## src/design/acbc_pkg.sv

```systemverilog
// Package for the AES-128 CBC decryption block: types, byte tables and round
// functions shared by the controller, key expansion unit and datapath.
// No dependencies.
package acbc_pkg;

  localparam int unsigned NumRounds = 10;
  localparam int unsigned RoundW    = 4;

  localparam logic [1:0] RegKeyHigh = 2'd0;
  localparam logic [1:0] RegKeyLow  = 2'd1;

  typedef logic [127:0] block_t;
  typedef logic [RoundW-1:0] round_t;

  typedef struct packed {
    logic   load;
    logic   step;
    logic   last_round;
    round_t round;
  } dp_cmd_t;

  typedef struct packed {
    logic   start;
    logic   step;
    round_t round;
  } kx_cmd_t;

  function automatic logic [7:0] xtime(input logic [7:0] a);
    xtime = {a[6:0], 1'b0} ^ (a[7] ? 8'h1b : 8'h00);
  endfunction

  function automatic logic [7:0] gf_mul(input logic [7:0] a, input logic [7:0] b);
    logic [7:0] p;
    logic [7:0] t;
    p = 8'h00;
    t = a;
    for (int i = 0; i < 8; i++) begin
      if (b[i]) p = p ^ t;
      t = xtime(t);
    end
    gf_mul = p;
  endfunction

  function automatic logic [7:0] gf_inv(input logic [7:0] x);
    logic [7:0] r;
    logic [7:0] b;
    r = 8'h01;
    b = x;
    for (int i = 0; i < 8; i++) begin
      if (i != 0) r = gf_mul(r, b);
      b = gf_mul(b, b);
    end
    gf_inv = r;
  endfunction

  function automatic logic [7:0] rot8(input logic [7:0] x, input int unsigned n);
    rot8 = (x << n) | (x >> (8 - n));
  endfunction

  function automatic logic [7:0] sbox_f(input logic [7:0] x);
    logic [7:0] b;
    b = gf_inv(x);
    sbox_f = b ^ rot8(b, 1) ^ rot8(b, 2) ^ rot8(b, 3) ^ rot8(b, 4) ^ 8'h63;
  endfunction

  function automatic logic [7:0] inv_sbox_f(input logic [7:0] x);
    inv_sbox_f = gf_inv(rot8(x, 1) ^ rot8(x, 3) ^ rot8(x, 6) ^ 8'h05);
  endfunction

  typedef logic [7:0] sbox_tbl_t [256];

  function automatic sbox_tbl_t make_sbox(input logic inv);
    sbox_tbl_t t;
    for (int i = 0; i < 256; i++) begin
      t[i] = inv ? inv_sbox_f(8'(i)) : sbox_f(8'(i));
    end
    make_sbox = t;
  endfunction

  localparam sbox_tbl_t Sbox    = make_sbox(1'b0);
  localparam sbox_tbl_t InvSbox = make_sbox(1'b1);

  // Byte i of a block sits at bits 127-8i down to 120-8i.
  function automatic logic [7:0] byte_of(input block_t s, input int unsigned i);
    byte_of = s[127 - 8 * i -: 8];
  endfunction

  function automatic block_t inv_shift_sub(input block_t s);
    block_t t;
    t = '0;
    for (int c = 0; c < 4; c++) begin
      for (int r = 0; r < 4; r++) begin
        t[127 - 8 * (r + 4 * ((c + r) % 4)) -: 8] = InvSbox[byte_of(s, r + 4 * c)];
      end
    end
    inv_shift_sub = t;
  endfunction

  function automatic block_t inv_mix_columns(input block_t s);
    block_t t;
    logic [7:0] a0, a1, a2, a3;
    t = '0;
    for (int c = 0; c < 4; c++) begin
      a0 = byte_of(s, 4 * c);
      a1 = byte_of(s, 4 * c + 1);
      a2 = byte_of(s, 4 * c + 2);
      a3 = byte_of(s, 4 * c + 3);
      t[127 - 32 * c -: 8] = gf_mul(a0, 8'd14) ^ gf_mul(a1, 8'd11) ^
                             gf_mul(a2, 8'd13) ^ gf_mul(a3, 8'd9);
      t[119 - 32 * c -: 8] = gf_mul(a0, 8'd9) ^ gf_mul(a1, 8'd14) ^
                             gf_mul(a2, 8'd11) ^ gf_mul(a3, 8'd13);
      t[111 - 32 * c -: 8] = gf_mul(a0, 8'd13) ^ gf_mul(a1, 8'd9) ^
                             gf_mul(a2, 8'd14) ^ gf_mul(a3, 8'd11);
      t[103 - 32 * c -: 8] = gf_mul(a0, 8'd11) ^ gf_mul(a1, 8'd13) ^
                             gf_mul(a2, 8'd9) ^ gf_mul(a3, 8'd14);
    end
    inv_mix_columns = t;
  endfunction

  function automatic block_t next_round_key(input block_t k, input logic [7:0] rcon);
    logic [31:0] w0, w1, w2, w3, t;
    w0 = k[127:96];
    w1 = k[95:64];
    w2 = k[63:32];
    w3 = k[31:0];
    t = {Sbox[w3[23:16]] ^ rcon, Sbox[w3[15:8]], Sbox[w3[7:0]], Sbox[w3[31:24]]};
    w0 = w0 ^ t;
    w1 = w1 ^ w0;
    w2 = w2 ^ w1;
    w3 = w3 ^ w2;
    next_round_key = {w0, w1, w2, w3};
  endfunction

endpackage

```

## src/design/acbc_keyexp.sv

```systemverilog
// Round key store and expansion unit: one forward round key a cycle into a
// small key memory, read at one address chosen by the controller.
// Depends on acbc_pkg.
module acbc_keyexp import acbc_pkg::*; (
  input  logic    clk,
  input  kx_cmd_t cmd,
  input  block_t  key,
  input  round_t  rd_round,
  output block_t  rd_key
);

  block_t     key_mem [NumRounds + 1];
  block_t     cur_r;
  logic [7:0] rcon_r;
  block_t     nxt_key;

  assign nxt_key = next_round_key(cur_r, rcon_r);

  always_ff @(posedge clk) begin
    if (cmd.start) begin
      cur_r <= key;
      rcon_r <= 8'h01;
      key_mem[0] <= key;
    end else if (cmd.step) begin
      cur_r <= nxt_key;
      rcon_r <= xtime(rcon_r);
      key_mem[cmd.round] <= nxt_key;
    end
  end

  always_ff @(posedge clk) begin
    rd_key <= key_mem[rd_round];
  end

endmodule

```

## config.mk

```make
export PLATFORM = sky130hd
export DESIGN_NAME = acbc_keyexp
export DESIGN_NICKNAME = d
export VERILOG_FILES = /design/src/design/acbc_pkg.sv /design/src/design/acbc_keyexp.sv
export SDC_FILE = /design/constraint.sdc
export NUM_CORES = 2
export LEC_CHECK = 0
export ABC_AREA = 1
export BUFFER_PORTS_ARGS = -buffer_cell sky130_fd_sc_hd__buf_2
export CORE_UTILIZATION = 40
export DETAILED_ROUTE_END_ITERATION = 8
export SYNTH_ARGS = -nofsm -noshare
export SYNTH_HDL_FRONTEND = slang
export SYNTH_SLANG_ARGS = --single-unit
```

## constraint.sdc

```tcl
create_clock -name clk -period 23.9 [get_ports clk]
set_clock_uncertainty 0.15 [all_clocks]
set_input_delay 2.39 -clock clk [delete_from_list [all_inputs] [get_ports clk]]
set_output_delay 2.39 -clock clk [all_outputs]
set_load 0.02 [all_outputs]
```

* Yosys cells after proc, flatten, opt, wreduce, memory -nomap -nowiden
Memories as Yosys holds them, arrays and structs flattened. A register that Yosys moved wholly into a read port is not among the register bits. Index checks and enable logic that the tools add are counted.
Operators by class: $lt $le $gt $ge 4, multiplexer cells 19, bitwise logic cells 10, reductions and logical operators 2
Operators by type and width (number):
- 2-to-1 mux 128 bit | 3
- OR reduction 128 bit | 1
- bitwise XOR 32 bit | 4
- 2-to-1 mux 8 bit | 8
- greater-or-equal comparator 9 bit (second input constant) | 4
- NOT 8 -> 9 bit | 4
- bitwise XOR 8 x 5 -> 8 bit | 1
- bitwise XOR 8 bit | 1
- 2-to-1 mux 1 bit | 6
- 2-to-1 mux 5 bit | 1
- 2-to-1 mux 4 bit | 1
- nonzero test 2 bit | 1
Word-level totals: bits in registers 136, memory bits (writable) 1408, bits in read-only memories 8192, input bits 139, output and inout bits 128, logic and storage cells 42, memories 5
Memories:
- (no name shown) | words 256, bits a word 8, rd ports 1, clocked after Yosys merged registers in 0, write ports 0, line acbc_pkg.sv:126 | t = {Sbox[w3[23:16]] ^ rcon, Sbox[w3[15:8]], Sbox[w3[7:0]], Sbox[w3[31:24]]};
- (no name shown) | words 256, bits a word 8, rd ports 1, clocked after Yosys merged registers in 0, write ports 0, line acbc_pkg.sv:126
- (no name shown) | words 256, bits a word 8, rd ports 1, clocked after Yosys merged registers in 0, write ports 0, line acbc_pkg.sv:126
- (no name shown) | words 256, bits a word 8, rd ports 1, clocked after Yosys merged registers in 0, write ports 0, line acbc_pkg.sv:126
- key_mem | words 11, bits a word 128, rd ports 1, clocked after Yosys merged registers in 1, write ports 1, line acbc_keyexp.sv:12 | block_t key_mem [NumRounds + 1];

* Depth between registers and ports, before layout
word-level depth 11, depth in mapped cells 23, mapped depth without buffers 21

* Worst setup path after synthesis
OpenSTA, ideal clock, no wires.
path kind in2reg, from input port cmd[5] (netlist name), to memory key_mem[0][0] (netlist name), enable pin, library setup time 0.772 ns, data arrival time 12.094 ns, required time 22.978 ns, path slack 10.884 ns, stages 7, path buffers 3, cell sequence buf_2 nor2_1 inv_1 clkbuf_1 clkbuf_1 a21oi_1 nor3_1
On the way: longest elaborated chain between the ends 4, elaborated cells between the ends (all ways) 7, those cells by class mux (6); reduce/logical (1)
RTL lines:
- from (decl) | line acbc_keyexp.sv:6 | input kx_cmd_t cmd,
- 2-to-1 mux 1 bit | line acbc_keyexp.sv:20 | if (cmd.start) begin
- 2-to-1 mux 1 bit (not written as such) | line acbc_keyexp.sv:27 | key_mem[cmd.round] <= nxt_key;
- OR reduction 128 bit (no source line)
- 2-to-1 mux 4 bit (no source line) / 2-to-1 mux 1 bit (equally long branches)
- to (decl) | line acbc_keyexp.sv:12
Several ways; a longest one is shown, not always the timed one.

* Final worst setup path
from input port cmd[5] (netlist name), to memory key_mem[1][69] (netlist name), enable pin
Same word-level chain as after synthesis.

==> summary.txt <==
status: complete, no violations
clk sinks: 1672
largest net degree at the start of global routing: 205
Final period util: 25.8%
routed wire length: 283 mm
DRT Pass-1 Iters: 6
initial antenna violation count: 32
Post-Syn Area: 0.0778 mm^2
dpl cells: 10200
max-slew violations: 0
share of total power in sequential cells: 37.6%
Synth Area per Inst: 9.94 um^2
Fin. Hold Viols: 0
initial core utilization: 40.3%
port buffer count: 266
CP max stage delay: 0.98 ns
Critical-path top delay cell: buf_4
arrival time worst endpoint: 6.44 ns
WP data required: 24.17 ns
drt via density: 5.96
Least-Margin Pin Slew: 1.38 ns
Post-CTS Hold Buffers: 0
syn_nets: 8033
IO Count: 267
pwr dens: 112 mW/mm^2
Post-CTS Setup Bufs: 0
clk_lat worst skew: 0.83 ns
post-CTS sizing: 0
crit-path cells: buf_6 > nor2_4 > inv_8 > a21oi_1 > nor2_4 > buf_4 > buf_4
vias in the first global route: 58000
Peak Freq: 162 MHz
fin crit period: 6.17 ns
Final Util: 45.0%
GPL Wtd Cong: 0.989
most frequent cells in the layout: 1622 x nand2_1, 1536 x edfxtp_1, 1232 x nand3_1
Max-cap violations: 0
top layer in use: met5
fin nets: 8060
Clock power frac: 27.6%
total track usage: 28.0%
flops & latches, synth: 1672
switching share of power: 39.3%
Psw: 3.82 mW
WL per Instance: 26.8 um
commonest non-fill, non-tap cell in the layout: nand2_1
RSZ-0062 raised after global routing: no
violation count after the first detailed-route iteration: 8405
Met2 Routed Length: 126 mm
CTS tree: built
Finished Layout Cells: 10500
total congestion overflow: 0
CP Launch Type: primary input
Setup CP Type: primary input to flip-flop
die area: 0.196 mm^2
leak pwr: 32.1 nW
Max clock buf depth: 3
Die W: 443 um
ratio of cells with drive above 1 in the final layout: 9.76%
CP bufs+invs: 4
worst vdd ir: 86.9 uV
Crit path max-delay family: buffers and inverters
library cells used by synthesis: 38
total CTS buffers: 168
final worst setup slack: 17.73 ns
final setup fails: 0
DR WL met3: 26.7 mm
cell-internal power: 5.90 mW
Root Driver: clkbuf_16
Crit. End Element: flip-flop
crit-path max FO: 110
synth warn: 0
detailed placement HPWL: 178 mm
final setup TNS: 0 ns
htree depth: 4
HP Class: flip-flop to flip-flop
Slew headroom: 7.06%
Site Rows: 161
core outline area: 0.193 mm^2
P&R area growth vs syn: 11.6%
vias: 62900
Seq/Total Area, Yosys: 62.7%
Clock Pin Slew Worst Setup and Hold Paths: 0.06 ns
DRC errors left: 0
Cells after Synth: 7834
WL met1: 114 mm
global-route wire length before repair: 406 mm
Combinational Power Share: 34.8%
DIE HEIGHT: 443 um
pre-CTS WS: 16.88 ns
Routed Antenna Nets: 0
## worst reg2reg max path, cell delays in order, from the launching register on
cell and delay [ns]:
edfxtp_1 0.91, inv_2 0.34, ha_1 0.72, nand2_1 0.62, nand3_1 0.27, nand3_1 0.12, nand3_1 0.21, nand3_1 0.15
nand3_1 0.29, nand2_1 0.13, nand2_1 0.11, nand3_1 0.10, nand2_1 0.10, nand2_1 0.07, nand2_1 0.11, nand2_1 0.08
nand3_1 0.11, nand2_1 0.52
## power by group through the flow
stage               clock network, mW  registers (mW)  logic, mW
floorplan                           0            3.69       2.08
global placement                    0            3.71       3.26
detailed placement                  0            3.71       3.26
CTS                              2.72            3.65       3.27
global route                     2.83            3.67       3.63
finish                           2.69            3.65       3.38
## cells in the mapped netlist
master       n  share of area [%]
a21oi_4      1              0.021
nand3_1   1232                7.9
nand3b_1    15               0.14
o21ai_1     54               0.35
nor2_2      10              0.080
buf_4       21               0.20
nand3_2      8               0.10
clkbuf_1   346                1.7
nor3_1       5              0.032
inv_1      221                1.1
a31oi_1     28               0.23
nor2_1     772                3.7
nand4_1     21               0.17
ha_1        60               0.96
o221ai_1   104                1.2
edfxtp_1  1536                 59
nand2_2     37               0.30
nand3b_2     2              0.029
nand2_4      4              0.058
dfxtp_1    136                3.5
o211ai_1   148                1.4
o21a_1       1             0.0096
o21ai_0    918                5.9
a21oi_2      4              0.045
nand2_1   1622                7.8
or2_2       25               0.20
buf_1       40               0.19
buf_6       19               0.27
a32o_1       1              0.013
and2_1       1             0.0080
a211oi_1    24               0.23
clkinv_1     6              0.029
xor2_1       8              0.090
a21boi_0     1             0.0096
inv_2       19              0.092
o22ai_1    134                1.1
a21oi_1    132               0.85
buf_2      118               0.76
## per-stage QoR
| step | instance area [um^2] | hold slack, ns | power, mW |
|---|---|---|---|
| global placement | 81200 | 0.315 | 6.97 |
| detailed placement | 81200 | 0.317 | 6.97 |
| floorplan | 77800 | 0.306 | 5.77 |
| global route | 86800 | 0.348 | 10.1 |
| finish | 86900 | 0.332 | 9.72 |
| CTS | 86800 | 0.330 | 9.64 |
## registers in the layout, indices dropped and copies added (netlist names)
name and count:
rcon_r 8, cur_r 128, key_mem 1408, rd_key 128
## worst paths after layout
path,cells past startpoint,end,start,slack [ns]
min,2,rd_key[117],key_mem[10][117],0.33
max reg2reg,17,key_mem[5][3],cur_r[24],18.23
max,7,key_mem[1][69],cmd[5],17.73
min reg2reg,2,rd_key[117],key_mem[10][117],0.33
## area by class of cell
class                      count  area (um^2)
antenna                       13         32.5
clock buffer                 225         4560
clock inverter                89         1020
fill                       18100       106000
inverter                     246          953
multi-input combinational   5372        25800
sequential                  1672        48800
tap                         2526         3160
timing repair buffer         401         2520
## logic make-up after synthesis
kind of cell	count (synthesis)	share of synthesized area [%]
xor+xnor	8	0.0900
buf+inv	790	4.28
flops	1672	62.7
fa+ha+maj	60	0.964
compound gates	1550	11.3
simple gates	3754	20.6
## routing by layer
| metal | global-route usage, % | vias up |
|---|---|---|
| met5 | 0 | - |
| met2 | 42.8 | 3298 |
| met3 | 5.44 | 635 |
| met1 | 38.2 | 30800 |
| met4 | 13.9 | 17 |
| li1 | - | 28100 |
(Power assumes the default switching activity.)
