===== src/design/acbc_pkg.sv =====
// Package for the AES-128 CBC decryption block: types, byte tables and round
// functions shared by the controller, key expansion unit and datapath.
// No dependencies.
package acbc_pkg;

  localparam int unsigned NumRounds = 10;
  localparam int unsigned RoundW    = 4;

  localparam logic [1:0] RegKeyHigh = 2'd0;
  localparam logic [1:0] RegKeyLow  = 2'd1;

  typedef logic [127:0] block_t;
  typedef logic [RoundW-1:0] round_t;

  typedef struct packed {
    logic   load;
    logic   step;
    logic   last_round;
    round_t round;
  } dp_cmd_t;

  typedef struct packed {
    logic   start;
    logic   step;
    round_t round;
  } kx_cmd_t;

  function automatic logic [7:0] xtime(input logic [7:0] a);
    xtime = {a[6:0], 1'b0} ^ (a[7] ? 8'h1b : 8'h00);
  endfunction

  function automatic logic [7:0] gf_mul(input logic [7:0] a, input logic [7:0] b);
    logic [7:0] p;
    logic [7:0] t;
    p = 8'h00;
    t = a;
    for (int i = 0; i < 8; i++) begin
      if (b[i]) p = p ^ t;
      t = xtime(t);
    end
    gf_mul = p;
  endfunction

  function automatic logic [7:0] gf_inv(input logic [7:0] x);
    logic [7:0] r;
    logic [7:0] b;
    r = 8'h01;
    b = x;
    for (int i = 0; i < 8; i++) begin
      if (i != 0) r = gf_mul(r, b);
      b = gf_mul(b, b);
    end
    gf_inv = r;
  endfunction

  function automatic logic [7:0] rot8(input logic [7:0] x, input int unsigned n);
    rot8 = (x << n) | (x >> (8 - n));
  endfunction

  function automatic logic [7:0] sbox_f(input logic [7:0] x);
    logic [7:0] b;
    b = gf_inv(x);
    sbox_f = b ^ rot8(b, 1) ^ rot8(b, 2) ^ rot8(b, 3) ^ rot8(b, 4) ^ 8'h63;
  endfunction

  function automatic logic [7:0] inv_sbox_f(input logic [7:0] x);
    inv_sbox_f = gf_inv(rot8(x, 1) ^ rot8(x, 3) ^ rot8(x, 6) ^ 8'h05);
  endfunction

  typedef logic [7:0] sbox_tbl_t [256];

  function automatic sbox_tbl_t make_sbox(input logic inv);
    sbox_tbl_t t;
    for (int i = 0; i < 256; i++) begin
      t[i] = inv ? inv_sbox_f(8'(i)) : sbox_f(8'(i));
    end
    make_sbox = t;
  endfunction

  localparam sbox_tbl_t Sbox    = make_sbox(1'b0);
  localparam sbox_tbl_t InvSbox = make_sbox(1'b1);

  // Byte i of a block sits at bits 127-8i down to 120-8i.
  function automatic logic [7:0] byte_of(input block_t s, input int unsigned i);
    byte_of = s[127 - 8 * i -: 8];
  endfunction

  function automatic block_t inv_shift_sub(input block_t s);
    block_t t;
    t = '0;
    for (int c = 0; c < 4; c++) begin
      for (int r = 0; r < 4; r++) begin
        t[127 - 8 * (r + 4 * ((c + r) % 4)) -: 8] = InvSbox[byte_of(s, r + 4 * c)];
      end
    end
    inv_shift_sub = t;
  endfunction

  function automatic block_t inv_mix_columns(input block_t s);
    block_t t;
    logic [7:0] a0, a1, a2, a3;
    t = '0;
    for (int c = 0; c < 4; c++) begin
      a0 = byte_of(s, 4 * c);
      a1 = byte_of(s, 4 * c + 1);
      a2 = byte_of(s, 4 * c + 2);
      a3 = byte_of(s, 4 * c + 3);
      t[127 - 32 * c -: 8] = gf_mul(a0, 8'd14) ^ gf_mul(a1, 8'd11) ^
                             gf_mul(a2, 8'd13) ^ gf_mul(a3, 8'd9);
      t[119 - 32 * c -: 8] = gf_mul(a0, 8'd9) ^ gf_mul(a1, 8'd14) ^
                             gf_mul(a2, 8'd11) ^ gf_mul(a3, 8'd13);
      t[111 - 32 * c -: 8] = gf_mul(a0, 8'd13) ^ gf_mul(a1, 8'd9) ^
                             gf_mul(a2, 8'd14) ^ gf_mul(a3, 8'd11);
      t[103 - 32 * c -: 8] = gf_mul(a0, 8'd11) ^ gf_mul(a1, 8'd13) ^
                             gf_mul(a2, 8'd9) ^ gf_mul(a3, 8'd14);
    end
    inv_mix_columns = t;
  endfunction

  function automatic block_t next_round_key(input block_t k, input logic [7:0] rcon);
    logic [31:0] w0, w1, w2, w3, t;
    w0 = k[127:96];
    w1 = k[95:64];
    w2 = k[63:32];
    w3 = k[31:0];
    t = {Sbox[w3[23:16]] ^ rcon, Sbox[w3[15:8]], Sbox[w3[7:0]], Sbox[w3[31:24]]};
    w0 = w0 ^ t;
    w1 = w1 ^ w0;
    w2 = w2 ^ w1;
    w3 = w3 ^ w2;
    next_round_key = {w0, w1, w2, w3};
  endfunction

endpackage


===== src/design/acbc_datapath.sv =====
// Datapath: inverse round state register, chain value and output register.
// Round keys come from the key unit; commands come from the controller.
// Depends on acbc_pkg.
module acbc_datapath import acbc_pkg::*; (
  input  logic    clk,
  input  logic    rst_n,
  input  dp_cmd_t cmd,
  input  logic    iv_wr,
  input  logic    cipher_wr,
  input  logic    out_wr,
  input  block_t  in_block,
  input  logic    in_final,
  input  block_t  round_key,
  output block_t  plain,
  output logic    last,
  output logic [7:0] pad
);

  block_t state_r;
  block_t cipher_r;
  block_t chain_r;
  logic   final_r;
  block_t round_out;
  block_t plain_nxt;

  always_comb begin
    round_out = inv_shift_sub(state_r) ^ round_key;
    if (!cmd.last_round) round_out = inv_mix_columns(round_out);
  end

  assign plain_nxt = round_out ^ chain_r;

  always_ff @(posedge clk) begin
    if (!rst_n) begin
      chain_r <= '0;
    end else if (iv_wr) begin
      chain_r <= in_block;
    end else if (out_wr) begin
      chain_r <= cipher_r;
    end
    if (cipher_wr) begin
      cipher_r <= in_block;
      final_r <= in_final;
    end
    if (cmd.load) begin
      state_r <= cipher_r ^ round_key;
    end else if (cmd.step) begin
      state_r <= round_out;
    end
    if (out_wr) begin
      plain <= plain_nxt;
      last <= final_r;
      pad <= final_r ? plain_nxt[7:0] : 8'h00;
    end
  end

endmodule


===== config.mk =====
export PLATFORM = sky130hd
export DESIGN_NAME = acbc_datapath
export DESIGN_NICKNAME = d
export VERILOG_FILES = /design/src/design/acbc_pkg.sv /design/src/design/acbc_datapath.sv
export SDC_FILE = /design/constraint.sdc
export NUM_CORES = 2
export LEC_CHECK = 0
export BUFFER_PORTS_ARGS = -buffer_cell sky130_fd_sc_hd__buf_4
export CORE_MARGIN = 10
export CORE_UTILIZATION = 35
export DETAILED_ROUTE_END_ITERATION = 8
export PLACE_DENSITY = 0.59
export SYNTH_ARGS = -nofsm -noshare
export SYNTH_HDL_FRONTEND = slang
export SYNTH_SLANG_ARGS = --single-unit

===== constraint.sdc =====
create_clock -name clk -period 7 [get_ports clk]
set_clock_uncertainty 0.2 [all_clocks]
set_input_delay 0.35 -clock clk [delete_from_list [all_inputs] [get_ports clk]]
set_output_delay 0.35 -clock clk [all_outputs]
set_load 0.05 [all_outputs]

# Word-level counts from Yosys, hierarchy flattened
# Memory sizes are Yosys's and may differ from the RTL's.
# Index checks and enable logic that the tools add are counted.
[op_classes]
n_mux = 229
reduce_logical = 2
bitwise_logic = 227
magnitude_cmp = 16
[op_table]
columns = ["operator", "count"]
rows = [
  ["2-to-1 mux 8 bit", 176],
  ["XOR 8 bit", 165],
  ["2-to-1 mux 128 bit", 5],
  ["XOR 128 bit", 3],
  ["XOR 8 x 5 -> 8 bit", 43],
  ["2-to-1 mux 5 bit", 48],
  ["greater-or-equal comparator 9 bit, second input constant", 16],
  ["NOT 8 -> 9 bit", 16],
  ["nonzero test 2 bit", 2],
]
[word_totals]
rom_bits = 32768
reg_bits = 522
mem_count = 16
output_inout_bits = 137
[mem_list]
columns = ["memory", "words", "width", "read_ports", "rd_ports_with_merged_regs", "wr", "line", "text"]
rows = [
  ["(no name shown)", 256, 8, 1, 0, 0, "acbc_pkg.sv:93", "t[127 - 8 * (r + 4 * ((c + r) % 4)) -: 8] = InvSbox[byte_of(s, r + 4 * c)];"],
  ["(no name shown)", 256, 8, 1, 0, 0, "acbc_pkg.sv:93", ""],
  ["(no name shown)", 256, 8, 1, 0, 0, "acbc_pkg.sv:93", ""],
  ["(no name shown)", 256, 8, 1, 0, 0, "acbc_pkg.sv:93", ""],
  ["(no name shown)", 256, 8, 1, 0, 0, "acbc_pkg.sv:93", ""],
  ["(no name shown)", 256, 8, 1, 0, 0, "acbc_pkg.sv:93", ""],
  ["10 more memories", "-", "-", "-", "-", "-", "-", ""],
]

# Logic depth before layout (Yosys ltp)
[depth]
word_depth = 19
depth_mapped = 19
ltp_nobuf = 14

# Least setup slack after synthesis
# Ideal clock, no wire load.
[synth_timing]
path_kind = "flip-flop to flip-flop"
start = "register state_r[113]"
end = "register state_r[92] (data pin)"
stages_incl_launch_ff = 18
arrival_time_ns = 5.220
path_slack_ns = 1.320
synth_period_minus_slack_ns = 5.680
t_required_ns = 6.540
path_buffers = 3
path_cell_list = "edfxtp_1 -> clkbuf_1 -> clkbuf_1 -> inv_1 -> ha_1 -> clkbuf_2 -> nor2b_1 -> nor2_1 -> mux4_2 -> o221a_2 -> or4b_1 -> xor2_2 -> xor3_1 -> xnor3_1 -> xnor2_1 -> xnor3_1 -> mux2_4 -> mux2_2"
[synth_via]
elab_chain_len = 17
word_cells_on_any_way = 22
classes_between = "11 x mux; 10 x bitwise; 1 x memory"
[synth_rtl]
columns = ["element", "line", "text"]
rows = [
  ["start, declared", "acbc_datapath.sv:19", "block_t state_r;"],
  ["start signal, assigned", "acbc_datapath.sv:46", "state_r <= cipher_r ^ round_key;"],
  ["start signal, assigned", "acbc_datapath.sv:48", "state_r <= round_out;"],
  ["NOT 8 -> 9 bit (not written as such) (*)", "acbc_pkg.sv:93", ""],
  ["memory read (256 x 8 bit) (*)", "-", ""],
  ["2-to-1 mux 8 bit (not written as such) (*) (2 in series)", "acbc_pkg.sv:93", ""],
  ["XOR 128 bit (*)", "acbc_datapath.sv:27", "round_out = inv_shift_sub(state_r) ^ round_key;"],
  ["2-to-1 mux 5 bit or XOR 8 x 5 -> 8 bit (tied branches)", "acbc_pkg.sv:29", "xtime = {a[6:0], 1'b0} ^ (a[7] ? 8'h1b : 8'h00);"],
  ["XOR 8 x 5 -> 8 bit or 2-to-1 mux 5 bit (tied branches)", "acbc_pkg.sv:29", ""],
  ["XOR 8 bit (tied with other cells)", "acbc_pkg.sv:38", "if (b[i]) p = p ^ t;"],
  ["2-to-1 mux 8 bit or XOR 8 x 5 -> 8 bit (tied branches)", "acbc_datapath.sv:28, acbc_pkg.sv:29", ""],
  ["XOR 8 bit (*)", "acbc_pkg.sv:38", ""],
  ["2-to-1 mux 8 bit (*)", "acbc_datapath.sv:28", "if (!cmd.last_round) round_out = inv_mix_columns(round_out);"],
  ["XOR 8 bit (*) (2 in series)", "acbc_pkg.sv:108", "t[127 - 32 * c -: 8] = gf_mul(a0, 8'd14) ^ gf_mul(a1, 8'd11) ^"],
  ["XOR 8 bit (*)", "acbc_pkg.sv:109", "gf_mul(a2, 8'd13) ^ gf_mul(a3, 8'd9);"],
  ["2-to-1 mux 128 bit (*)", "acbc_datapath.sv:28", ""],
  ["2-to-1 mux 128 bit (*)", "acbc_datapath.sv:47", "end else if (cmd.step) begin"],
  ["2-to-1 mux 128 bit (*)", "acbc_datapath.sv:45", "if (cmd.load) begin"],
]
# Mark *: on every way between the ends. The rest lies on a longest branch, timed or not. The select of a mux whose other input is x is not followed.
# A chain may end at the register's enable or synchronous reset.

# Worst setup path in the final report
[layout_timing]
start = "register state_r[9]"
end = "register state_r[92] (data pin)"
[layout_via]
elab_chain_len = 17
word_cells_on_any_way = 21
classes_between = "11 x mux; 9 x bitwise; 1 x memory"
[layout_rtl]
columns = ["element", "line"]
rows = [
  ["NOT 8 -> 9 bit (not written as such) (*)", "acbc_pkg.sv:93"],
  ["memory read (256 x 8 bit) (*)", "-"],
  ["2-to-1 mux 8 bit (not written as such) (*) (2 in series)", "acbc_pkg.sv:93"],
  ["XOR 128 bit (*)", "acbc_datapath.sv:27"],
  ["2-to-1 mux 5 bit or XOR 8 x 5 -> 8 bit (tied branches)", "acbc_pkg.sv:29"],
  ["XOR 8 x 5 -> 8 bit or 2-to-1 mux 5 bit (tied branches)", "acbc_pkg.sv:29"],
  ["XOR 8 x 5 -> 8 bit", "acbc_pkg.sv:29"],
  ["XOR 8 bit", "acbc_pkg.sv:38"],
  ["2-to-1 mux 8 bit", "acbc_datapath.sv:28"],
  ["XOR 8 bit (*)", "acbc_pkg.sv:38"],
  ["2-to-1 mux 8 bit (*)", "acbc_datapath.sv:28"],
  ["XOR 8 bit (*)", "acbc_pkg.sv:108"],
  ["XOR 8 bit (*)", "acbc_pkg.sv:109"],
  ["2-to-1 mux 128 bit (*)", "acbc_datapath.sv:28"],
  ["2-to-1 mux 128 bit (*)", "acbc_datapath.sv:47"],
  ["2-to-1 mux 128 bit (*)", "acbc_datapath.sv:45"],
]
# Marks and branches as above.

==> results by group <==
Outcome
  • Status: complete, but fails checks
  • Failing checks: DRC

Critical path
  • Crit Reg-Reg Endpoint: state_r[92]
  • Slowest CP cell: ha_1
  • Max stage delay on crit path: 0.55 ns
  • FF-to-FF path depth: 16
  • Flop2flop setup slack: 0.14 ns
  • Reg-to-Reg Start: state_r[9]
  • Critical Path AT: 7.15 ns
  • Crit-path cells: buf_4 -> ha_1 -> nor2b_2 -> nor2_1 -> mux4_2 -> mux4_2 -> a21oi_1 -> buf_4 -> xnor2_1 -> xnor2_2 -> xnor3_1 -> xnor2_1 -> xnor3_1 -> mux2_4 -> mux2_2 -> dlygate4sd3_1
  • Crit Path Class: flip-flop to flip-flop
  • CP startpoint kind: flip-flop
  • Number of stages on the worst setup path: 16
  • CP Data Required Time: 7.30 ns
  • Crit path max-delay family: XOR/XNOR gates
  • Crit path max fanout: 27
  • Bufs and invs on worst path: 3
  • Setup crit end kind: flip-flop

Synth
  • EDFF count, synth: 394
  • Synth area leader: edfxtp_1
  • Cells after synthesis: 11.4k
  • Fraction of registers with async set/reset: 0%
  • Seq cells post-synth: 522
  • Synth top area share: 13.0%
  • Syn avg cell area: 7.95 um2
  • Post-synth cell types: 117
  • Mapped Area: 90900 um2
  • Synth Net Count: 12.0k
  • Total number of yosys warnings: 0
  • Top cells by area, synth: edfxtp_1 (13%), xnor2_1 (6.0%), o21ai_0 (4.2%), mux4_2 (4.2%), ha_1 (4.1%)
  • Most common flop cell mapped by yosys: edfxtp_1
  • Seq/Total Area, Yosys: 15.8%

Drt
  • Final WL: 466 mm
  • Routed vias: 100k
  • 1st-iter DRT viols: 16.3k
  • Post-DR vias/cell: 6.68
  • Routed length per instance: 31.0 um
  • TritonRoute pass-1 iters: 9
  • DRC viols: 10
  • ANT nets after route: 0

Cells and area
  • Layout Utilization: 39.7%
  • Share of layout cells above drive strength 1: 14.7%
  • Synthesis-to-finish area growth: 13.2%
  • Post-layout nets: 12.1k

Placement
  • PortBufs: 401
  • Post-DP HPWL: 336 mm
  • Pre-CTS setup slack: 0.592 ns
  • RD Place Congestion: 1.00

Timing
  • Total negative setup slack: 0 ns
  • Final setup margin: 0.144 ns
  • Worst slew pin tran: 1.27 ns
  • Max-slew headroom at the worst pin: 15.3%
  • Peak Freq: 146 MHz
  • Final setup vio count: 0
  • Fin crit share: 97.9%
  • Worst hold margin: 0.0131 ns
  • Final Hold Viols: 0
  • Post-layout minimum cycle time: 6.86 ns
  • RSZ-0062 raised after global routing: no
  • Pins Over Slew Limit: 0

Global route
  • Largest net degree at the start of global routing: 151
  • Initial antenna violation count: 26
  • Number of global-route vias before repair: 94.0k
  • GRT overflow: 0
  • GRT Total Usage: 31.1%
  • Global-route wire length before repair: 672 mm

Hold path
  • Hold endpoint: chain_r[98]
  • HP Class: input port to flip-flop
  • Worst hold path depth: 2
  • Worst Hold Launch: rst_n

Floorplanning
  • Std cell rows: 187
  • Die W: 530 um
  • Core ar.: 259000 um2
  • Die Height: 530 um
  • Die area: 281000 um2
  • Initial Util: 35.1%
  • IO Pins: 406

CTS
  • CTS root buf: clkbuf_16
  • CTS tree: yes
  • Clock sink total: 522
  • CTS H-tree lvls: 3
  • CTS clock-pin slew for the worst setup and hold paths: 0.06 ns
  • Worst skew pair latency: 0.77 ns
  • CTS buffer count: 74
  • Post-CTS Setup Bufs: 0
  • Max Root-Sink Buffers: 3

Flow run
  • Max cap viols: 0
synthesized netlist by cell type (all sizes together) (151+ instances only):
library cell  count
nor2b           332
a311oi          192
mux2i           356
nor3            276
mux4            169
o211ai          190
a211oi          236
nand2           951
buf             613
inv             206
nor2            616
xor2            316
o21ai           782
nand3           272
o311ai          151
clkbuf          632
a21oi           657
and2            236
edfxtp          394
nand2b          388
ha              296
xnor2           650
xnor3           154
a31oi           201
cell type report:
class,instances,area (um2)
clock buffer,88,1990
clock inverter,48,576
inverter,226,853
sequential,522,14400
antenna,11,27.5
tap,3402,4260
fill,26293,156000
multi-input combinational,9451,70000
timing repair buffer,1293,10800
worst reg2reg max path: cells and delay by family, from the launching register on:
family          cells  cell delay [ns]
fa+ha+maj           1             0.55
buf+inv             3             1.07
flops               1             0.49
simple gates        2             0.48
mux                 4             1.54
compound gates      1             0.53
xor+xnor            5             1.74
through the flow:
| step | instances | instance area [um2] |
|---|---|---|
| 2_1_floorplan | 11444 | 90900 |
| 3_3_place_gp | 14655 | 97900 |
| 3_5_place_dp | 14655 | 97900 |
| 4_1_cts | 15030 | 103000 |
| 5_1_grt | 15036 | 103000 |
| 6_report | 15041 | 103000 |
flip-flops by register name (all words and copies together) (netlist names):
name and cells:
plain 128, last 1, state_r 128, chain_r 128, cipher_r 128, pad 8
final_r 1
how the worst max path moves through the flow:
stage / startpoint / to
after floorplan: state_r[113] / state_r[92]
after global placement: state_r[49] / state_r[1]
after detailed placement: state_r[113] / state_r[68]
after CTS: state_r[9] / state_r[92]
after global routing: state_r[113] / state_r[76]
final: state_r[9] / state_r[92]
kinds of logic (layout without fill, tap and decap cells):
kind of cell	after synthesis	after routing	synth area share [%]
XOR/XNOR	1147	1147	14.2
adder cells (fa/ha/maj)	296	296	4.07
AND/OR/NAND/NOR	3658	3658	20.6
AO/OA/AOI/OAI	3722	3722	28.7
buffers and inverters	1471	1655	7.22
multiplexers	628	628	9.39
other	0	11	0
flip-flops	522	522	15.8
repair_timing:
item | 4_1_cts | 5_1_grt
endpoints found under the setup margin | 0 | 4
resized for setup | 0 | 3
hold buffers | 239 | 0
endpoints found under the hold margin | 448 | 0
cell usage in the layout, fill, tap and decap left out, types with 169 or more instances in the layout:
| cell type | instances |
|---|---|
| buf_4 | 1011 |
| a211oi_1 | 231 |
| and2_1 | 226 |
| ha_1 | 294 |
| mux2i_1 | 355 |
| nand3_1 | 272 |
| o211ai_1 | 188 |
| xor2_1 | 303 |
| inv_1 | 195 |
| nor2b_1 | 331 |
| a21oi_1 | 657 |
| xnor2_1 | 623 |
| mux4_2 | 169 |
| o21ai_0 | 765 |
| edfxtp_1 | 394 |
| a31oi_1 | 201 |
| nand2_1 | 951 |
| a311oi_1 | 191 |
| nor2_1 | 613 |
| dlygate4sd3_1 | 239 |
| nand2b_1 | 388 |
| nor3_1 | 273 |
per-layer routing:
metal / vias to the layer above / GRT usage, % / routed length (um) / share of wire, %
li1: 43396 / - / - / -
met1: 48887 / 41.0 / 184000 / 39
met2: 6885 / 48.3 / 204000 / 44
met3: 1297 / 6.33 / 48000 / 10
met4: 10 / 15.5 / 29800 / 6.4
met5: - / 0 / 59 / 0.013
Power is left out: the tool's default activity adds up to more than one toggle a clock period on the data nets, which glitch-free logic cannot reach.
