`src/design/acbc_pkg.sv`:
```
// Package for the AES-128 CBC decryption block: types, byte tables and round
// functions shared by the controller, key expansion unit and datapath.
// No dependencies.
package acbc_pkg;

  localparam int unsigned NumRounds = 10;
  localparam int unsigned RoundW    = 4;

  localparam logic [1:0] RegKeyHigh = 2'd0;
  localparam logic [1:0] RegKeyLow  = 2'd1;

  typedef logic [127:0] block_t;
  typedef logic [RoundW-1:0] round_t;

  typedef struct packed {
    logic   load;
    logic   step;
    logic   last_round;
    round_t round;
  } dp_cmd_t;

  typedef struct packed {
    logic   start;
    logic   step;
    round_t round;
  } kx_cmd_t;

  function automatic logic [7:0] xtime(input logic [7:0] a);
    xtime = {a[6:0], 1'b0} ^ (a[7] ? 8'h1b : 8'h00);
  endfunction

  function automatic logic [7:0] gf_mul(input logic [7:0] a, input logic [7:0] b);
    logic [7:0] p;
    logic [7:0] t;
    p = 8'h00;
    t = a;
    for (int i = 0; i < 8; i++) begin
      if (b[i]) p = p ^ t;
      t = xtime(t);
    end
    gf_mul = p;
  endfunction

  function automatic logic [7:0] gf_inv(input logic [7:0] x);
    logic [7:0] r;
    logic [7:0] b;
    r = 8'h01;
    b = x;
    for (int i = 0; i < 8; i++) begin
      if (i != 0) r = gf_mul(r, b);
      b = gf_mul(b, b);
    end
    gf_inv = r;
  endfunction

  function automatic logic [7:0] rot8(input logic [7:0] x, input int unsigned n);
    rot8 = (x << n) | (x >> (8 - n));
  endfunction

  function automatic logic [7:0] sbox_f(input logic [7:0] x);
    logic [7:0] b;
    b = gf_inv(x);
    sbox_f = b ^ rot8(b, 1) ^ rot8(b, 2) ^ rot8(b, 3) ^ rot8(b, 4) ^ 8'h63;
  endfunction

  function automatic logic [7:0] inv_sbox_f(input logic [7:0] x);
    inv_sbox_f = gf_inv(rot8(x, 1) ^ rot8(x, 3) ^ rot8(x, 6) ^ 8'h05);
  endfunction

  typedef logic [7:0] sbox_tbl_t [256];

  function automatic sbox_tbl_t make_sbox(input logic inv);
    sbox_tbl_t t;
    for (int i = 0; i < 256; i++) begin
      t[i] = inv ? inv_sbox_f(8'(i)) : sbox_f(8'(i));
    end
    make_sbox = t;
  endfunction

  localparam sbox_tbl_t Sbox    = make_sbox(1'b0);
  localparam sbox_tbl_t InvSbox = make_sbox(1'b1);

  // Byte i of a block sits at bits 127-8i down to 120-8i.
  function automatic logic [7:0] byte_of(input block_t s, input int unsigned i);
    byte_of = s[127 - 8 * i -: 8];
  endfunction

  function automatic block_t inv_shift_sub(input block_t s);
    block_t t;
    t = '0;
    for (int c = 0; c < 4; c++) begin
      for (int r = 0; r < 4; r++) begin
        t[127 - 8 * (r + 4 * ((c + r) % 4)) -: 8] = InvSbox[byte_of(s, r + 4 * c)];
      end
    end
    inv_shift_sub = t;
  endfunction

  function automatic block_t inv_mix_columns(input block_t s);
    block_t t;
    logic [7:0] a0, a1, a2, a3;
    t = '0;
    for (int c = 0; c < 4; c++) begin
      a0 = byte_of(s, 4 * c);
      a1 = byte_of(s, 4 * c + 1);
      a2 = byte_of(s, 4 * c + 2);
      a3 = byte_of(s, 4 * c + 3);
      t[127 - 32 * c -: 8] = gf_mul(a0, 8'd14) ^ gf_mul(a1, 8'd11) ^
                             gf_mul(a2, 8'd13) ^ gf_mul(a3, 8'd9);
      t[119 - 32 * c -: 8] = gf_mul(a0, 8'd9) ^ gf_mul(a1, 8'd14) ^
                             gf_mul(a2, 8'd11) ^ gf_mul(a3, 8'd13);
      t[111 - 32 * c -: 8] = gf_mul(a0, 8'd13) ^ gf_mul(a1, 8'd9) ^
                             gf_mul(a2, 8'd14) ^ gf_mul(a3, 8'd11);
      t[103 - 32 * c -: 8] = gf_mul(a0, 8'd11) ^ gf_mul(a1, 8'd13) ^
                             gf_mul(a2, 8'd9) ^ gf_mul(a3, 8'd14);
    end
    inv_mix_columns = t;
  endfunction

  function automatic block_t next_round_key(input block_t k, input logic [7:0] rcon);
    logic [31:0] w0, w1, w2, w3, t;
    w0 = k[127:96];
    w1 = k[95:64];
    w2 = k[63:32];
    w3 = k[31:0];
    t = {Sbox[w3[23:16]] ^ rcon, Sbox[w3[15:8]], Sbox[w3[7:0]], Sbox[w3[31:24]]};
    w0 = w0 ^ t;
    w1 = w1 ^ w0;
    w2 = w2 ^ w1;
    w3 = w3 ^ w2;
    next_round_key = {w0, w1, w2, w3};
  endfunction

endpackage

```
`src/design/acbc_ctrl.sv`:
```
// Controller state machine: key expansion after reset or key write, then
// a load step (ST_FETCH) and the inverse rounds (ST_ROUND) per ciphertext word.
// Depends on acbc_pkg.
module acbc_ctrl import acbc_pkg::*; (
  input  logic    clk,
  input  logic    rst_n,
  input  logic    key_wr,
  input  logic    in_valid,
  input  logic    in_kind,
  output logic    in_stall,
  output logic    out_valid,
  input  logic    out_stall,
  output kx_cmd_t kx_cmd,
  output round_t  key_round,
  output dp_cmd_t dp_cmd,
  output logic    iv_wr,
  output logic    cipher_wr,
  output logic    out_wr
);

  typedef enum logic [2:0] {
    ST_KSTART, ST_KEXP, ST_IDLE, ST_FETCH, ST_ROUND
  } state_t;

  state_t state_r;
  round_t cnt_r;
  logic   out_valid_r;
  logic   accept;
  logic   busy_out;

  assign busy_out  = out_valid_r && out_stall;
  assign in_stall  = (state_r != ST_IDLE) || key_wr || busy_out;
  assign accept    = in_valid && !in_stall;
  assign out_valid = out_valid_r;
  assign iv_wr     = accept && !in_kind;
  assign cipher_wr = accept && in_kind;

  assign kx_cmd.start = (state_r == ST_KSTART);
  assign kx_cmd.step  = (state_r == ST_KEXP);
  assign kx_cmd.round = cnt_r;

  // Key read address is set for the round the datapath runs next, to cover the registered read.
  always_comb begin
    unique case (state_r)
      ST_IDLE:  key_round = round_t'(NumRounds);
      ST_FETCH: key_round = round_t'(NumRounds - 1);
      ST_ROUND: key_round = cnt_r - round_t'(2);
      default:  key_round = '0;
    endcase
  end

  assign dp_cmd.load       = (state_r == ST_FETCH);
  assign dp_cmd.step       = (state_r == ST_ROUND);
  assign dp_cmd.last_round = (cnt_r == round_t'(1));
  assign dp_cmd.round      = cnt_r;
  assign out_wr            = (state_r == ST_ROUND) && (cnt_r == round_t'(1));

  always_ff @(posedge clk) begin
    if (!rst_n) begin
      state_r <= ST_KSTART;
      cnt_r <= '0;
      out_valid_r <= 1'b0;
    end else begin
      if (out_wr) begin
        out_valid_r <= 1'b1;
      end else if (!out_stall) begin
        out_valid_r <= 1'b0;
      end
      if (key_wr) begin
        state_r <= ST_KSTART;
      end else begin
        unique case (state_r)
          ST_KSTART: begin
            state_r <= ST_KEXP;
            cnt_r <= round_t'(1);
          end
          ST_KEXP: begin
            cnt_r <= cnt_r + round_t'(1);
            if (cnt_r == round_t'(NumRounds)) state_r <= ST_IDLE;
          end
          ST_IDLE: begin
            if (accept && in_kind) state_r <= ST_FETCH;
          end
          ST_FETCH: begin
            state_r <= ST_ROUND;
            cnt_r <= round_t'(NumRounds);
          end
          ST_ROUND: begin
            cnt_r <= cnt_r - round_t'(1);
            if (cnt_r == round_t'(1)) state_r <= ST_IDLE;
          end
          default: state_r <= ST_KSTART;
        endcase
      end
    end
  end

  a_out_only_after_round: assert property (@(posedge clk) disable iff (!rst_n)
    out_wr |=> out_valid_r) else $error("result not presented");
  a_no_accept_busy: assert property (@(posedge clk) disable iff (!rst_n)
    (state_r == ST_ROUND) |-> !accept) else $error("word taken while busy");
  a_round_range: assert property (@(posedge clk) disable iff (!rst_n)
    (state_r == ST_ROUND) |-> (cnt_r != '0)) else $error("bad round count");
  a_key_done: assert property (@(posedge clk) disable iff (!rst_n)
    (state_r == ST_FETCH) |-> $past(state_r) == ST_IDLE) else $error("bad fetch entry");

endmodule

```
`config.mk`:
```
export PLATFORM = sky130hd
export DESIGN_NAME = acbc_ctrl
export DESIGN_NICKNAME = d
export VERILOG_FILES = /design/src/design/acbc_pkg.sv /design/src/design/acbc_ctrl.sv
export SDC_FILE = /design/constraint.sdc
export NUM_CORES = 1
export LEC_CHECK = 0
export ABC_CLOCK_PERIOD_IN_PS = 1900
export BUFFER_PORTS_ARGS = -buffer_cell sky130_fd_sc_hd__clkbuf_2
export CAP_MARGIN = 40
export CORE_UTILIZATION = 48
export DETAILED_ROUTE_END_ITERATION = 10
export GPL_TIMING_DRIVEN = 0
export MAX_ROUTING_LAYER = met4
export PLACE_DENSITY = 0.78
export SLEW_MARGIN = 20
export SYNTH_ARGS = -nofsm -noshare
export SYNTH_HDL_FRONTEND = slang
export SYNTH_SLANG_ARGS = --single-unit
```
`constraint.sdc`:
```
create_clock -name clk -period 1.9 [get_ports clk]
set_input_delay 0.38 -clock clk [delete_from_list [all_inputs] [get_ports clk]]
set_output_delay 0.38 -clock clk [all_outputs]
set_load 0.005 [all_outputs]
```
# Yosys cells after proc, flatten, opt, wreduce, memory -nomap -nowiden
# Index checks and enable logic that the tools add are counted.
# classes
n_bitwise	2
mux	8
n_addsub	3
eq_ne	11
reduce_logical	14
# ops
op	n
4-bit one-hot mux with 4 select lines	1
3-bit one-hot mux with 5 select lines	1
4-bit one-hot mux with 3 select lines	1
3-bit two-way mux	3
3-bit by 2-bit equality test with 1-bit output (second input constant)	2
1-bit logical AND	5
4-bit by 1-bit adder with 4-bit output (second input constant)	1
4-bit by 1-bit equality test with 1-bit output (second input constant)	1
4-bit equality test (second input constant)	1
2-bit by 1-bit != test with 1-bit output (second input constant)	2
2-bit != test (second input constant)	2
4-bit nonzero test	1
4-bit by 1-bit subtractor with 4-bit output (second input constant)	1
4-bit by 2-bit subtractor with 4-bit output (second input constant)	1
3-bit by 1-bit equality test with 1-bit output (second input constant)	1
3-bit equality test (second input constant)	1
3-bit zero test	1
3-bit by 2-bit != test with 1-bit output (second input constant)	1
3-bit AND reduction	1
1-bit zero test	2
1-bit logical OR	2
1-bit two-way mux	2
1-bit inverter	2
2-bit AND reduction	1
2-bit OR reduction	1
# totals
output_inout_bits	22
register_bits	8

# Depth between registers and ports, before layout
# Gate-level depths: netlist of run 1.
# logic_depth
word_depth	8
ltp_mapped	5
mapped_depth_nobuf	5

# Worst setup path after synthesis of run 1
# OpenSTA, ideal clock, no wires.
# synth_path
path_type	register to output
startpoint	reg cnt_r[2]
endpoint	out key_round[3]
t_arrival_ps	1116
setup_slack_ps	404
stages_incl_launch_ff	5
required_time_ps	1520
path_cell_list	dfxtp_1 inv_1 ha_1 xor2_1 a21o_1
# synth_between
elab_chain_cells	2
# synth_lines
item	line	text
start: declaration	acbc_ctrl.sv:26	round_t cnt_r;
start signal: assignment	acbc_ctrl.sv:75	cnt_r <= round_t'(1);
start signal: assignment	acbc_ctrl.sv:78	cnt_r <= cnt_r + round_t'(1);
start signal: assignment	acbc_ctrl.sv:86	cnt_r <= round_t'(NumRounds);
4-bit by 2-bit subtractor with 4-bit output	acbc_ctrl.sv:47	ST_ROUND: key_round = cnt_r - round_t'(2);
4-bit one-hot mux with 3 select lines	acbc_ctrl.sv:44	unique case (state_r)
end: declaration	acbc_ctrl.sv:14	output round_t key_round,
# Every way passes these cells.

# Final worst setup path of run 1
# Same ends and word-level chain as after synthesis.

==> results.yml, run 1 <==
synthesis:
  synth-main-ff-cell: "dfxtp_1"
  syn_area_um2: 783
  synth.avg_cell_area_um2: 9.11
  synth_nets: 99
  synthTopCellsByArea: "dfxtp_1 20%, ha_1 11%, buf_4 5.8%"
  yosys_register_bits: 8
  ys_types: 41
  synth_top_area_share: 0.204
  synth-async-reset-ratio: 0
  synth_commonest_cells: "8 x dfxtp_1, 8 x nor2_1, 7 x ha_1, 6 x buf_4"
  syn-instance-count: 86
  yosys_warnings: 0
  synth_edf_count: 0
  yosys.area.top_type: "dfxtp_1"
  ys_seq_area_frac: 0.204
critical_path:
  rr_worst_depth: 5
  cp-end-kind: "output port"
  critPathMaxFanout: 9
  crit_path_cell_trace: "inv_1 > ha_1 > xor2_1 > a21o_1 > clkbuf_2"
  slowest_delay_ns: 0.46
  cp.arrival_ns: 1.45
  cp.required_ns: 1.52
  cp-start-kind: "flop"
  worstSetupPathType: "flop to output port"
  crit_slowest_cell: "dfxtp_2"
floorplan:
  design.die.area_mm2: 0.00180
  die_y_um: 42.4
  pin_count: 28
  start_util: 0.520
  design.core.area_mm2: 0.00151
  floorplan.rows: 14
  chipWidth_um: 42.4
timing:
  post-route-min-period_ns: 1.83
  rsz0062_at_grt: "no"
  fin_crit_sh: 0.962
  timing.fmax_mhz: 547
  tns_ns: 0
  maxSlewHeadroom: 0.805
  slew_violations: 0
  hold_viol_final: 0
  worst_pin_slew_ns: 0.290
  clock_skew_ns: 0.00719
  holdWs_ns: 0.406
  setup_viol: 0
min_path:
  min_path_type: "input pin to flop"
  hold_depth: 3
cts:
  postCtsHoldBufs: 0
  cts_tree: "yes"
  clockBufferDepth: 2
  ctsResizeCount: 3
  clkSinkCount: 8
  cts_root_buffer: "clkbuf_4"
  postCtsSetupRepairBufs: 0
  clk_pin_slew_ns: 0.06
  clkLatencyLatePin_ns: 0.27
  cts_buffers: 3
  cts.htree.levels: 1
power_and_ir_drop:
  p_leak_nw: 0.531
  power_uw: 402
  vdd_drop_max_uv: 211
  powerDensity_mw_per_mm2: 416
route:
  vias_per_cell: 5.65
  firstDrtPassIters: 4
  vias: 746
  wl_per_cell_um: 13.3
  drtIter0Drc: 17
  wirelength_mm: 1.75
  route.antenna.remaining_nets: 0
  route.detailed.drc: 0
layout:
  multi_input_area_um2: 544
  fill_cells: 146
  instances_no_fill: 132
  regArea_um2: 166
  final_nets: 131
  num_antenna_cells: 0
  drive_gt1_frac: 0.440
  syn2layout_area_growth_pct: 23.5
placed_design:
  io_buffers: 27
  place_inst: 129
  dp_hpwl_mm: 1.31
  place_congestion: 0.890
grt:
  grt_pass1_vias: 631
  grt_max_degree: 13
  antenna_found_initial: 0
  grt-ovfl-total: 0
  grt.total_usage: 0.214
  grt_pass1_wl_mm: 2.86
flow_run:
  drv_cap: 0
run_status:
  status: "completed"
final timing paths:
kind | startpoint | to | slack (ns)
worst max register to register | cnt_r[2]$_SDFFE_PN0P_ | cnt_r[3]$_SDFFE_PN0P_ | 0.53
worst max-delay path | cnt_r[2]$_SDFFE_PN0P_ | key_round[3] | 0.07
worst min register to register | out_valid$_SDFFE_PN0P_ | out_valid$_SDFFE_PN0P_ | 0.51
worst min-delay path | out_stall | out_valid$_SDFFE_PN0P_ | 0.41
cell usage in the layout (no fill, tap or decap), types with 4 or more instances in the layout:
master	count
clkbuf_2	27
nor2_1	8
ha_1	7
buf_4	6
dfxtp_1	5
nor2b_1	4
state kept, by name (all words and copies together), names as in the netlist:
| signal | count |
|---|---|
| state_r | 3 |
| cnt_r | 4 |
| out_valid | 1 |
power breakdown:
group / leakage, nW / total, mW / internal (mW) / switching, mW
sequential: 0.0666 / 0.183 / 0.172 / 0.0105
clock: 0.0138 / 0.142 / 0.0730 / 0.0692
combinational: 0.451 / 0.0774 / 0.0392 / 0.0382
layout make-up:
cell class                      instances  share of cell area
Multi-Input combinational cell         65               0.563
Sequential cell                         8               0.172
Timing Repair Buffer                   27               0.140
Buffer                                  8              0.0569
Inverter                                5              0.0246
Clock buffer                            3              0.0233
Tap cell                               16              0.0207
per-layer routing:
metal	track usage	wire length (um)
met5	-	0
met4	0.131	67
met3	0.0129	106
met1	0.274	801
met2	0.329	776
logic make-up after synthesis:
family	Yosys count	synth area share
flip-flops	8	0.204
buffers and inverters	13	0.101
multiplexers	1	0.0128
XOR/XNOR	3	0.0336
AND/OR/NAND/NOR	37	0.343
adder cells (fa/ha/maj)	7	0.112
AO/OA/AOI/OAI	17	0.193
metrics by stage:
stage	instance area, um2	util	setup slack, ns
2_1_floorplan	783	-	0.404
3_3_place_gp	938	0.623	0.249
3_5_place_dp	938	0.623	0.210
4_1_cts	965	0.640	0.0436
5_1_grt	967	0.642	0.0128
6_report	967	0.642	0.0722
critical path: cells and delay by family, from the launching register on:
family / cells / cell delay [ns]
xor+xnor: 1 / 0.14
compound gates: 1 / 0.17
buf+inv: 2 / 0.19
flops: 1 / 0.46
fa+ha+maj: 1 / 0.21
Power figures use the tool's default switching activity.
==> inputs of run 2 (changes only) <==
--- a/config.mk
+++ b/config.mk
@@ -17,3 +17,4 @@
 export SYNTH_ARGS = -nofsm -noshare
 export SYNTH_HDL_FRONTEND = slang
 export SYNTH_SLANG_ARGS = --single-unit
+export TNS_END_PERCENT = 1
==> constraint.sdc (replaced) <==
create_clock -name clk -period 1.9 [get_ports clk]
set_input_delay 0.095 -clock clk [delete_from_list [all_inputs] [get_ports clk]]
set_output_delay 0.095 -clock clk [all_outputs]
set_load 0.005 [all_outputs]
==> results.yml, run 2 (synthesized netlist as in run 1, its figures left out) <==
run_status:
  status: "completed"
route:
  firstDrtPassIters: 4
  wl_per_cell_um: 13.3
  route.antenna.remaining_nets: 0
  vias: 753
  vias_per_cell: 5.70
  route.detailed.drc: 0
  wirelength_mm: 1.76
  drtIter0Drc: 23
power_and_ir_drop:
  powerDensity_mw_per_mm2: 420
  vdd_drop_max_uv: 212
  power_uw: 403
  p_leak_nw: 0.530
critical_path:
  cp-end-kind: "output port"
  cp-start-kind: "flop"
  crit_slowest_cell: "dfxtp_1"
  slowest_delay_ns: 0.57
  crit_path_cell_trace: "inv_1 > ha_1 > xor2_1 > a21o_1 > clkbuf_2"
  cp.required_ns: 1.80
  critPathMaxFanout: 9
  worstSetupPathType: "flop to output port"
  cp.arrival_ns: 1.59
grt:
  grt_max_degree: 13
  antenna_found_initial: 0
  grt-ovfl-total: 0
  grt_pass1_vias: 631
  grt_pass1_wl_mm: 2.86
  grt.total_usage: 0.215
layout:
  syn2layout_area_growth_pct: 22.7
  layout_common_cells: "27 x clkbuf_2, 8 x nor2_1, 8 x dfxtp_1, 7 x ha_1, 6 x buf_4"
  layout_commonest_cell: "clkbuf_2"
  largest_register_ffs: 4
  regMostFlops: "cnt_r"
  final_area_um2: 961
  drive_gt1_frac: 0.405
  final_nets: 131
  num_antenna_cells: 0
min_path:
  min_path_type: "input pin to flop"
cts:
  clkSinkCount: 8
  cts_tree: "yes"
  ctsResizeCount: 0
  postCtsSetupRepairBufs: 0
  clockBufferDepth: 2
  postCtsHoldBufs: 0
  clk_pin_slew_ns: 0.06
  cts_buffers: 3
  clkLatencyLatePin_ns: 0.27
  cts.htree.levels: 1
  cts_root_buffer: "clkbuf_4"
timing:
  setup_viol: 0
  post-route-min-period_ns: 1.68
  timing.fmax_mhz: 595
  hold_viol_final: 0
  rsz0062_at_grt: "no"
  tns_ns: 0
  fin_crit_sh: 0.885
  clock_skew_ns: 0.00751
  maxSlewHeadroom: 0.726
  worst_pin_slew_ns: 0.411
  slew_violations: 0
placed_design:
  io_buffers: 27
  post_dp_cell_area_um2: 938
  dp_hpwl_mm: 1.31
  place_congestion: 0.890
floorplan:
  die_y_um: 42.4
  design.core.area_mm2: 0.00151
  pin_count: 28
  start_util: 0.520
  floorplan.rows: 14
  chipWidth_um: 42.4
  design.die.area_mm2: 0.00180
flow_run:
  drv_cap: 0
[run 2: cell counts in the layout (fill, tap and decap cells not counted)]
No cell type changed its count.
[run 2: final cells by class]
cell class              count  area, um2
fillers                   147        546
repair buffers             27        135
clock buffers               3       22.5
well taps                  16       20.0
inverters                   5       23.8
flip-flops and latches      8        160
plain buffers               8       55.1
multi-input cells          65        544
[run 2: worst max-delay path, delay by kind of cell (launching register included)]
family	cells	cell delay, ns
compound gates	1	0.17
xor+xnor	1	0.14
fa+ha+maj	1	0.22
buf+inv	2	0.21
flops	1	0.57
[run 2: path summary, 6_finish.rpt]
check / slack [ns] / start / to / cells after the start
min reg2reg: 0.51 / out_valid$_SDFFE_PN0P_ / out_valid$_SDFFE_PN0P_ / 2
min: 0.12 / out_stall / out_valid$_SDFFE_PN0P_ / 3
max: 0.22 / cnt_r[2]$_SDFFE_PN0P_ / key_round[3] / 5
max reg2reg: 0.34 / cnt_r[0]$_SDFFE_PN0P_ / cnt_r[1]$_SDFFE_PN0P_ / 5
[run 2: metal layers]
layer,part of all wire,global-route usage,vias up,wire (um)
met1,0.46,0.275,343,807
li1,-,-,367,-
met2,0.45,0.329,38,790
met5,0,-,-,0
met3,0.064,0.0129,5,113
met4,0.028,0.131,0,50
[run 2: metrics by stage]
stage | hold slack, ns | setup slack (ns) | std cells | utilization
global placement | 0.390 | 0.425 | 129 | 0.623
global route | 0.142 | 0.0929 | 132 | 0.638
detailed placement | 0.395 | 0.385 | 129 | 0.623
finish | 0.123 | 0.218 | 132 | 0.638
CTS | 0.116 | 0.201 | 132 | 0.638
floorplan | 0.223 | 0.561 | 86 | -
[run 2: power by group]
group          switching (mW)  total (mW)  internal, mW
clock network          0.0699       0.143        0.0731
logic                  0.0387      0.0777        0.0391
registers              0.0106       0.183         0.172
==> inputs of run 3 (changes only) <==
--- a/config.mk
+++ b/config.mk
@@ -5,14 +5,15 @@
 export SDC_FILE = /design/constraint.sdc
 export NUM_CORES = 1
 export LEC_CHECK = 0
-export ABC_CLOCK_PERIOD_IN_PS = 1900
+export ABC_CLOCK_PERIOD_IN_PS = 1500
 export BUFFER_PORTS_ARGS = -buffer_cell sky130_fd_sc_hd__clkbuf_2
 export CAP_MARGIN = 40
-export CORE_UTILIZATION = 48
+export CORE_MARGIN = 4
+export CORE_UTILIZATION = 43
 export DETAILED_ROUTE_END_ITERATION = 10
 export GPL_TIMING_DRIVEN = 0
 export MAX_ROUTING_LAYER = met4
-export PLACE_DENSITY = 0.78
+export PLACE_DENSITY = 0.73
 export SLEW_MARGIN = 20
 export SYNTH_ARGS = -nofsm -noshare
 export SYNTH_HDL_FRONTEND = slang
==> constraint.sdc (replaced) <==
create_clock -name clk -period 1.5 [get_ports clk]
set_input_delay 0.075 -clock clk [delete_from_list [all_inputs] [get_ports clk]]
set_output_delay 0.075 -clock clk [all_outputs]
set_load 0.005 [all_outputs]
==> results.yml, run 3 (synthesized netlist as in run 1, its figures left out) <==
run_status:
  status: "completed"
timing:
  hold_viol_final: 0
  setup_viol: 0
  rsz0062_at_grt: "yes"
  slew_violations: 0
  clock_skew_ns: 0.000828
  holdWs_ns: 0.121
  worst_pin_slew_ns: 0.266
  timing.fmax_mhz: 695
  setup_ws_ns: 0.0622
  maxSlewHeadroom: 0.821
  post-route-min-period_ns: 1.44
  fin_crit_sh: 0.959
grt:
  grt_pass1_wl_mm: 3.22
  grt_pass1_vias: 698
  grt-ovfl-total: 0
  grt_max_degree: 13
  gr-usage-met2: 0.283
  top_usage_layer: "met2"
  antenna_found_initial: 0
  met1_usage: 0.198
  grt.total_usage: 0.170
  met3_usage: 0.0445
power_and_ir_drop:
  power.internal_uw: 376
  p_leak_nw: 0.589
  p_sw_frac: 0.278
  p_sw_uw: 145
  pwr-share-comb: 0.249
  powerDensity_mw_per_mm2: 480
  p_seq_frac: 0.428
  vdd_drop_max_uv: 391
  p_clk_frac: 0.324
critical_path:
  r2r_slack_ns: 0.13
  cp.arrival_ns: 1.36
  slowest_delay_ns: 0.39
  crit_path_cell_trace: "inv_1 > ha_1 > xor2_1 > a21o_1 > clkbuf_2"
  path_buf_inv: 2
  cp-end-kind: "output port"
  cp-start-kind: "flop"
  cp.required_ns: 1.42
  cp_top_family: "flip-flops"
  critPathMaxFanout: 7
  crit_slowest_cell: "dfxtp_4"
  worstSetupPathType: "flop to output port"
floorplan:
  chipWidth_um: 50.7
  start_util: 0.454
  floorplan.rows: 15
  design.die.area_mm2: 0.00257
  die_y_um: 50.7
  pin_count: 28
  design.core.area_mm2: 0.00173
layout:
  num_antenna_cells: 0
  final_nets: 141
  regMostFlops: "cnt_r"
  fill_cells: 174
  layout_common_cells: "27 x clkbuf_2, 16 x buf_4, 8 x nor2_1, 7 x ha_1, 5 x dfxtp_1"
  drive_gt1_frac: 0.500
  syn2layout_area_growth_pct: 38.7
  largest_register_ffs: 4
  layout_commonest_cell: "clkbuf_2"
placed_design:
  place_congestion: 0.832
  dp_hpwl_mm: 1.45
  dp_slack_ns: -0.0107
  io_buffers: 27
cts:
  clockBufferDepth: 2
  cts_tree: "yes"
  clkSinkCount: 8
  cts.htree.levels: 1
  clkLatencyLatePin_ns: 0.26
  cts_buffers: 3
  clk_pin_slew_ns: 0.05
  cts_root_buffer: "clkbuf_4"
route:
  drtIter0Drc: 13
  vias_per_cell: 5.09
  route.antenna.remaining_nets: 0
  wl_per_cell_um: 13.5
  vias: 768
  wirelength_mm: 2.04
  route.detailed.drc: 0
  firstDrtPassIters: 4
flow_run:
  drv_cap: 0
min_path:
  min_path_type: "input pin to flop"
run 3: cell types whose count changed in the layout (fill, tap and decap cells not counted), sizes merged:
cell  previous run  this run
buf              8        18
run 3: worst register-to-register path: cells and delay by family (launching register included):
family                     cells  cell delay, ns
AOI/OAI and AO/OA              2            0.32
adders and majority gates      1            0.19
buffers and inverters          2            0.26
DFF                            1            0.34
xor gates and xnor gates       1            0.14
run 3: final timing paths:
path / to / cells after the start / startpoint
worst max-delay path: key_round[3] / 5 / cnt_r[2]$_SDFFE_PN0P_
worst min-delay path: out_valid$_SDFFE_PN0P_ / 3 / out_stall
worst max register to register: cnt_r[2]$_SDFFE_PN0P_ / 6 / cnt_r[0]$_SDFFE_PN0P_
worst min register to register: out_valid$_SDFFE_PN0P_ / 2 / out_valid$_SDFFE_PN0P_
run 3: final cells by class:
| type | count | area [um2] | area share |
|---|---|---|---|
| Buffer | 8 | 57.6 | 0.0530 |
| Clock buffer | 3 | 22.5 | 0.0207 |
| Inverter | 5 | 26.3 | 0.0242 |
| Multi-Input combinational cell | 65 | 554 | 0.510 |
| Sequential cell | 8 | 171 | 0.158 |
| Tap cell | 25 | 31.3 | 0.0288 |
| Timing Repair Buffer | 37 | 223 | 0.205 |
run 3: layer usage:
metal | wire (um) | vias up | share of wire
li1 | - | 384 | -
met1 | 837 | 339 | 0.41
met2 | 1000 | 36 | 0.49
met3 | 135 | 9 | 0.066
met4 | 59 | 0 | 0.029
met5 | 0 | - | 0
run 3: through the flow:
stage | std cells | instance area [um2] | util | setup TNS (ns) | power, mW
finish | 151 | 1090 | 0.629 | 0 | 0.522
global route | 151 | 1090 | 0.629 | -0.0374 | 0.554
CTS | 143 | 998 | 0.578 | 0 | 0.508
detailed placement | 138 | 950 | 0.550 | -0.0107 | 0.333
global placement | 138 | 950 | 0.550 | 0 | 0.331
floorplan | 86 | 783 | - | 0 | 0.295
run 3: power groups by stage:
stage	clock network [mW]	logic, mW	registers [mW]
final	0.169	0.130	0.223
after CTS	0.178	0.100	0.230
after global routing	0.187	0.144	0.223
after global placement	0	0.0949	0.236
after floorplan	0	0.0631	0.232
after detailed placement	0	0.0969	0.236
run 3: what timing repair did:
item / CTS / global route
hold buffers: 0 / 0
buffers inserted: 2 / 8
pin swaps: 1 / 0
endpoints found under the setup margin: 6 / 3
gates resized for setup: 7 / 5
